File: src/rtl/rgb2yuv_pkg.sv
// Shared types, constants and arithmetic of the RGB to YUV 4:2:0 converter.
package rgb2yuv_pkg;

    localparam int MAX_WIDTH_DEF = 4096;
    localparam int CFG_W         = 13;
    localparam int TERM_W        = 16;
    localparam int PAIR_W        = TERM_W + 1;
    localparam int TOTAL_W       = PAIR_W + 1;
    localparam int ACC_W         = 18;

    localparam logic [CFG_W-1:0] WIDTH_RESET = 13'd1280;

    localparam logic [15:0] Y_R      = 16'd66;
    localparam logic [15:0] Y_G      = 16'd129;
    localparam logic [15:0] Y_B      = 16'd25;
    localparam logic [15:0] Y_ROUND  = 16'd128;
    localparam logic [7:0]  Y_OFFSET = 8'd16;

    localparam logic signed [ACC_W-1:0] U_R    = -18'sd38;
    localparam logic signed [ACC_W-1:0] U_G    = -18'sd74;
    localparam logic signed [ACC_W-1:0] U_B    = 18'sd112;
    localparam logic signed [ACC_W-1:0] V_R    = 18'sd112;
    localparam logic signed [ACC_W-1:0] V_G    = -18'sd94;
    localparam logic signed [ACC_W-1:0] V_B    = -18'sd18;
    localparam logic signed [ACC_W-1:0] C_BIAS = 18'sd128;

    localparam logic [TOTAL_W-1:0] C_OFFSET = 18'd512;

    typedef struct packed {
        logic [7:0] red;
        logic [7:0] green;
        logic [7:0] blue;
    } pixel_in_t;

    typedef struct packed {
        logic [7:0] luma;
        logic       chroma_valid;
        logic [7:0] chroma_u;
        logic [7:0] chroma_v;
        logic       row_end;
    } pixel_out_t;

    typedef struct packed {
        logic pair_end;
        logic odd_row;
        logic lookup;
        logic row_end;
    } col_ctrl_t;

    function automatic logic [7:0] luma_of(logic [7:0] r, logic [7:0] g, logic [7:0] b);
        logic [15:0] acc;
        acc = Y_R * {8'd0, r} + Y_G * {8'd0, g} + Y_B * {8'd0, b} + Y_ROUND;
        return acc[15:8] + Y_OFFSET;
    endfunction

    function automatic logic signed [TERM_W-1:0] term_of(
        logic [7:0] r, logic [7:0] g, logic [7:0] b,
        logic signed [ACC_W-1:0] kr, logic signed [ACC_W-1:0] kg,
        logic signed [ACC_W-1:0] kb);
        logic signed [ACC_W-1:0] acc;
        acc = kr * $signed({10'd0, r}) + kg * $signed({10'd0, g})
            + kb * $signed({10'd0, b}) + C_BIAS;
        return $signed(acc[TERM_W-1:0]);
    endfunction

    function automatic logic [7:0] chroma_of(logic signed [TOTAL_W-1:0] total);
        logic [TOTAL_W-1:0] biased;
        biased = $unsigned(total >>> 8) + C_OFFSET;
        return biased[9:2];
    endfunction

endpackage

File: src/rtl/rgb2yuv_col_ctrl.sv
// Width register, column counter and row parity of the converter.
module rgb2yuv_col_ctrl #(
    parameter int MAX_WIDTH = rgb2yuv_pkg::MAX_WIDTH_DEF,
    parameter int COL_W     = 12,
    parameter int SLOT_W    = 11
) (
    input  logic                          clk,
    input  logic                          rst_n,
    input  logic                          cfg_wr,
    input  logic [rgb2yuv_pkg::CFG_W-1:0] cfg_data,
    input  logic                          advance,
    output rgb2yuv_pkg::col_ctrl_t        ctrl,
    output logic [SLOT_W-1:0]             slot
);

    import rgb2yuv_pkg::*;

    localparam int MAXW_BITS = $clog2(MAX_WIDTH + 1);
    localparam int WIDTH_W   = (MAXW_BITS > CFG_W) ? MAXW_BITS : CFG_W;

    logic [CFG_W-1:0]   width_reg;
    logic [COL_W-1:0]   col_reg;
    logic [COL_W-1:0]   col_next;
    logic               odd_row_reg;
    logic               odd_row_next;
    logic [WIDTH_W-1:0] width_even;
    logic [WIDTH_W-1:0] width_clamp;
    logic               last;

    always_comb
    begin
        width_even = WIDTH_W'({width_reg[CFG_W-1:1], 1'b0});
        if (width_even < WIDTH_W'(2))
        begin
            width_clamp = WIDTH_W'(2);
        end
        else if (width_even > WIDTH_W'(MAX_WIDTH))
        begin
            width_clamp = WIDTH_W'(MAX_WIDTH);
        end
        else
        begin
            width_clamp = width_even;
        end
        last = WIDTH_W'(col_reg) >= (width_clamp - WIDTH_W'(1));
    end

    always_comb
    begin
        col_next     = col_reg;
        odd_row_next = odd_row_reg;
        if (advance)
        begin
            if (last)
            begin
                col_next     = '0;
                odd_row_next = ~odd_row_reg;
            end
            else
            begin
                col_next = col_reg + COL_W'(1);
            end
        end
    end

    always_ff @(posedge clk or negedge rst_n)
    begin
        if (!rst_n)
        begin
            width_reg   <= WIDTH_RESET;
            col_reg     <= '0;
            odd_row_reg <= 1'b0;
        end
        else
        begin
            if (cfg_wr)
            begin
                width_reg <= cfg_data;
            end
            col_reg     <= col_next;
            odd_row_reg <= odd_row_next;
        end
    end

    assign ctrl.pair_end = col_reg[0];
    assign ctrl.odd_row  = odd_row_reg;
    assign ctrl.lookup   = col_reg[0] & odd_row_reg;
    assign ctrl.row_end  = last;
    assign slot          = col_reg[COL_W-1:1];

endmodule

File: config.mk
export PLATFORM = sky130hd
export DESIGN_NAME = rgb2yuv_col_ctrl
export DESIGN_NICKNAME = d
export VERILOG_FILES = /design/src/rtl/rgb2yuv_pkg.sv /design/src/rtl/rgb2yuv_col_ctrl.sv
export SDC_FILE = /design/constraint.sdc
export NUM_CORES = 1
export LEC_CHECK = 0
export ABC_AREA = 0
export BUFFER_PORTS_ARGS = -buffer_cell sky130_fd_sc_hd__buf_2
export CORE_MARGIN = 10
export CORE_UTILIZATION = 45
export CTS_CLUSTER_DIAMETER = 100
export DETAILED_ROUTE_END_ITERATION = 7
export PLACE_DENSITY = 0.69
export RECOVER_POWER = 25
export SLEW_MARGIN = 20
export SYNTH_ARGS = -nofsm -noshare
export SYNTH_HDL_FRONTEND = slang
export SYNTH_SLANG_ARGS = --single-unit
File: constraint.sdc
create_clock -name clk -period 10.3 [get_ports clk]
set_input_delay 2.06 -clock clk [delete_from_list [all_inputs] [get_ports clk]]
set_output_delay 2.06 -clock clk [all_outputs]
set_load 0.05 [all_outputs]
Word level (Yosys, flattened, before mapping):

Cells that the tools add are included.

* logic and storage cells: 14
* output and inout bits: 15
* register bits: 26

* order comparisons: 3
* reduce and logical (&&, ||, !) cells: 1
* mux-type cells: 3
* $add $sub $neg: 2
* bitwise operators: 2

Operator list (count)
* $mux 13: 2
* $ge 12x13->1: 1
* $gt 13x13->1 const B: 1
* $lt 13x2->1 const B: 1
* $sub 13x1->13 const B: 1
* $add 12x1->12 const B: 1
* $mux 12: 1
* $reduce_and 2->1: 1
* $and 1x1->1: 1
* $not 1->1: 1

Depth between registers and ports, before layout:

* word-level depth: 6
* gate-level depth with buffers: 16
* gate-level depth less buffers: 15

Worst setup path after synthesis:

OpenSTA, ideal clock, no wires.

* path kind: reg-to-output
* start point: register width_reg[5]
* end point: output port ctrl[0] in the netlist's numbering
* cell stages (with the launch flop): 17
* setup slack: 4832 ps
* arrival: 3408 ps
* data required time: 8240 ps
* path through: dfrtp_1 -> nor4_2 -> or2b_1 -> nor3_1 -> nor2_1 -> or2_2 -> ha_1 -> clkbuf_2 -> nand3_1 -> o21ai_0 -> a21o_1 -> ha_1 -> a211oi_1 -> nor2_1 -> o41ai_2 -> nand3_1 -> buf_4

* cells in the longest elaborated chain, start to end: 5
* elaborated cells between the ends (all ways): 6
* classes of those cells: add/sub (1); order compare (3); mux (2)

RTL lines
* start, declared: line rgb2yuv_col_ctrl.sv:21 `logic [CFG_W-1:0] width_reg;`
* start signal, assigned: line rgb2yuv_col_ctrl.sv:78 `width_reg <= cfg_data;`
* $gt 13x13->1: line rgb2yuv_col_ctrl.sv:37 `else if (width_even > WIDTH_W'(MAX_WIDTH))`
* $mux 13: line rgb2yuv_col_ctrl.sv:37
* $mux 13 (*): line rgb2yuv_col_ctrl.sv:33 `if (width_even < WIDTH_W'(2))`
* $sub 13x1->13 (*): line rgb2yuv_col_ctrl.sv:45 `last = WIDTH_W'(col_reg) >= (width_clamp - WIDTH_W'(1));`
* $ge 12x13->1 (*): line rgb2yuv_col_ctrl.sv:45
* end, declared: line rgb2yuv_col_ctrl.sv:12 `output rgb2yuv_pkg::col_ctrl_t ctrl,`

Every way passes the cells marked *; elsewhere a longest branch is shown, timed or not.

==> results.json <==
{
  "grt_pass1_wl_um": 5930,
  "avgSynthCellArea_um2": 9.71,
  "viasPerCell": 5.46,
  "highest_layer": "met4",
  "dieHeight_um": 80.6,
  "cts_tree": "done",
  "path_buf_inv": 1,
  "final.min_clock_period_ns": 6.32,
  "path_delay_family": "simple AND/OR/NAND/NOR gates",
  "wire_per_inst_um": 14.8,
  "n_antenna_cell": 0,
  "rows": 21,
  "synthSimpleGateAreaFrac_pct": 21.6,
  "final_antenna_net_count": 0,
  "hpwl_um": 2860,
  "finalNetCount": 230,
  "drive_above_1_share_pct": 27.6,
  "synth_nets": 200,
  "synthFlopType": "dfrtp_1",
  "core_area_um2": 3440,
  "synthMuxAreaShare_pct": 10.8,
  "ys_types": 43,
  "synth_seq_area_share_pct": 38.1,
  "synth_area_leaders": "dfrtp_1 35%, ha_1 9.9%, mux2_2 8.9%",
  "vias": 1337,
  "cts_hold_buf": 0,
  "cts.repair.resized": 0,
  "cts_max_level": 1,
  "synth_edf_count": 0,
  "area_growth_pct": 13.6,
  "grt_start_max_net_pins": 26,
  "grt_use_total_pct": 11.2,
  "crit_path_max_fanout": 9,
  "worstSetupEndpointType": "primary output",
  "num_io_pins": 32,
  "hold_path.class": "reg -> reg",
  "drv_cap": 0,
  "die-area_um2": 6490,
  "final-hold-violation-count": 0,
  "final_common_cell": "buf_2",
  "port_buffers": 30,
  "synth_xor_area_share_pct": 4.78,
  "setup_violations": 0,
  "syn_inst": 170,
  "tns_ns": 0,
  "finalClockSkew_ns": 0.00617,
  "holdWs_ns": 0.502,
  "critPathRequiredTime_ns": 8.24,
  "p_per_area_nw_per_um2": 170,
  "worstSetupPathType": "reg -> out",
  "drt_iter0_markers": 66,
  "leakage_nw": 0.859,
  "timing.slew.headroom_pct": 12.0,
  "most-common-layout-cells": "29 x buf_2, 23 x dfrtp_1, 20 x nor2_1, 13 x mux2_2, 13 x ha_1",
  "dr_wl_met2_um": 1810,
  "rsz0062_at_grt": "false",
  "yosysWarningCount": 0,
  "clk_latency_ns": 0.28,
  "synth_compound_area_share_pct": 11.4,
  "gp_congestion": 0.797,
  "synth_top_area_share_pct": 34.9,
  "cp.arrival_ns": 4.26,
  "finalCritPeriodShare_pct": 61.4,
  "dieWidth_um": 80.6,
  "cpPeakStageDelay_ns": 0.47,
  "post_cts_buffers": 0,
  "drc_errors": 0,
  "worstSetupStartpointType": "flop",
  "fmax_mhz": 158,
  "synth-adder-area-share_pct": 9.86,
  "clock_sinks": 25,
  "wl_met3_um": 201,
  "antenna_found_initial": 0,
  "worst_pin_slew_ns": 1.32,
  "total_power_w": 0.000319,
  "clock_path_buffers": 2,
  "crit_chain": "nor4_2 > or2b_1 > nor3_1 > nor2_1 > or2_2 > ha_1 > nand3_1 > o21ai_0 > a21o_1 > ha_1 > a211oi_1 > nor2_1 > o41ai_2 > nand3_1 > buf_2",
  "slew_violations": 0,
  "ys_seq_elements": 25,
  "initial_core_util_pct": 47.9,
  "met1_length_um": 1540,
  "worst_path_max_delay_cell": "o41ai_2",
  "drtPass1Iterations": 4,
  "syn-cell-area_um2": 1650,
  "ir_worst_vdd_uv": 134,
  "cts_buffers": 3,
  "synth_async_sr_flop_share_pct": 100,
  "outcome": "finished, final reports clean",
  "synth_top_family_by_area": "simple AND/OR/NAND/NOR gates",
  "yosysTopAreaCell": "dfrtp_1",
  "ctsRootBufferMaster": "clkbuf_8",
  "clk_pin_slew_worst_paths_ns": 0.09,
  "grt_pass1_vias": 1329,
  "grt-ovfl-total": 0,
  "drt_wl_total_um": 3630
}
-- worst register-to-register path, stage by stage (launching register included) --
cell and delay [ns]:
dfrtp_1 0.46, nor4_2 0.43, or2b_1 0.31, nor3_1 0.25
nor2_1 0.09, or2_2 0.28, ha_1 0.31, nand3_1 0.10
o21ai_0 0.08, a21o_1 0.19, ha_1 0.17, a211oi_1 0.24
nor2_1 0.09, o41ai_2 0.47, a31oi_2 0.32, xor2_1 0.21
-- metrics by stage --
step	std cells	utilization [%]	area [µm²]	setup slack (ns)
global placement	241	53.2	1830	4.49
detailed placement	241	53.2	1830	4.31
global route	245	54.5	1880	3.66
finish	245	54.5	1880	3.98
floorplan	170	-	1650	4.83
CTS	245	54.5	1880	4.00
-- layout make-up --
cell class	count	area, µm²
Clock buffer	3	41.3
Clock inverter	1	5.00
Fill cell	323	1570
Inverter	8	30.0
Multi-Input combinational cell	132	965
Sequential cell	25	628
Tap cell	46	57.6
Timing Repair Buffer	30	149
-- layer usage --
metal | track usage (%) | vias to the layer above
met3 | 2.90 | 7
met2 | 18.8 | 30
met1 | 13.1 | 632
li1 | - | 668
met5 | 0 | -
met4 | 4.75 | 0
-- worst paths after layout --
path	startpoint	to	slack [ns]	cells after the start
max	width_reg[5]	ctrl[0]	3.98	15
min	odd_row_reg	odd_row_reg	0.50	1
min reg2reg	odd_row_reg	odd_row_reg	0.50	1
min in group asynchronous	rst_n	width_reg[2]	2.06	1
max in group asynchronous	rst_n	col_reg[2]	7.47	1
max reg2reg	width_reg[5]	odd_row_reg	6.15	15
-- synth_stat cells, drive strengths merged (5+ instances only) --
cell,number
dfrtp,23
nor2,20
mux2,14
ha,13
nand2,11
nor3,9
inv,8
a21oi,5
nand4,5
nor2b,5
o21ai,5
xor2,5
-- power by group --
part / leakage [nW] / switching (W) / internal (W) / total (W)
logic: 0.531 / 0.0000779 / 0.0000421 / 0.000120
registers: 0.302 / 0.0000256 / 0.000113 / 0.000139
clock network: 0.0255 / 0.0000323 / 0.0000271 / 0.0000594
total: 0.859 / 0.000136 / 0.000183 / 0.000319
-- kinds of logic after synthesis --
logic type / Yosys count
buffers and inverters: 13
AOI/OAI and AO/OA: 26
muxes: 16
xor gates and xnor gates: 9
adders and majority gates: 13
and+or+nand+nor: 68
DFF: 25
Power figures use the tool's default switching activity.
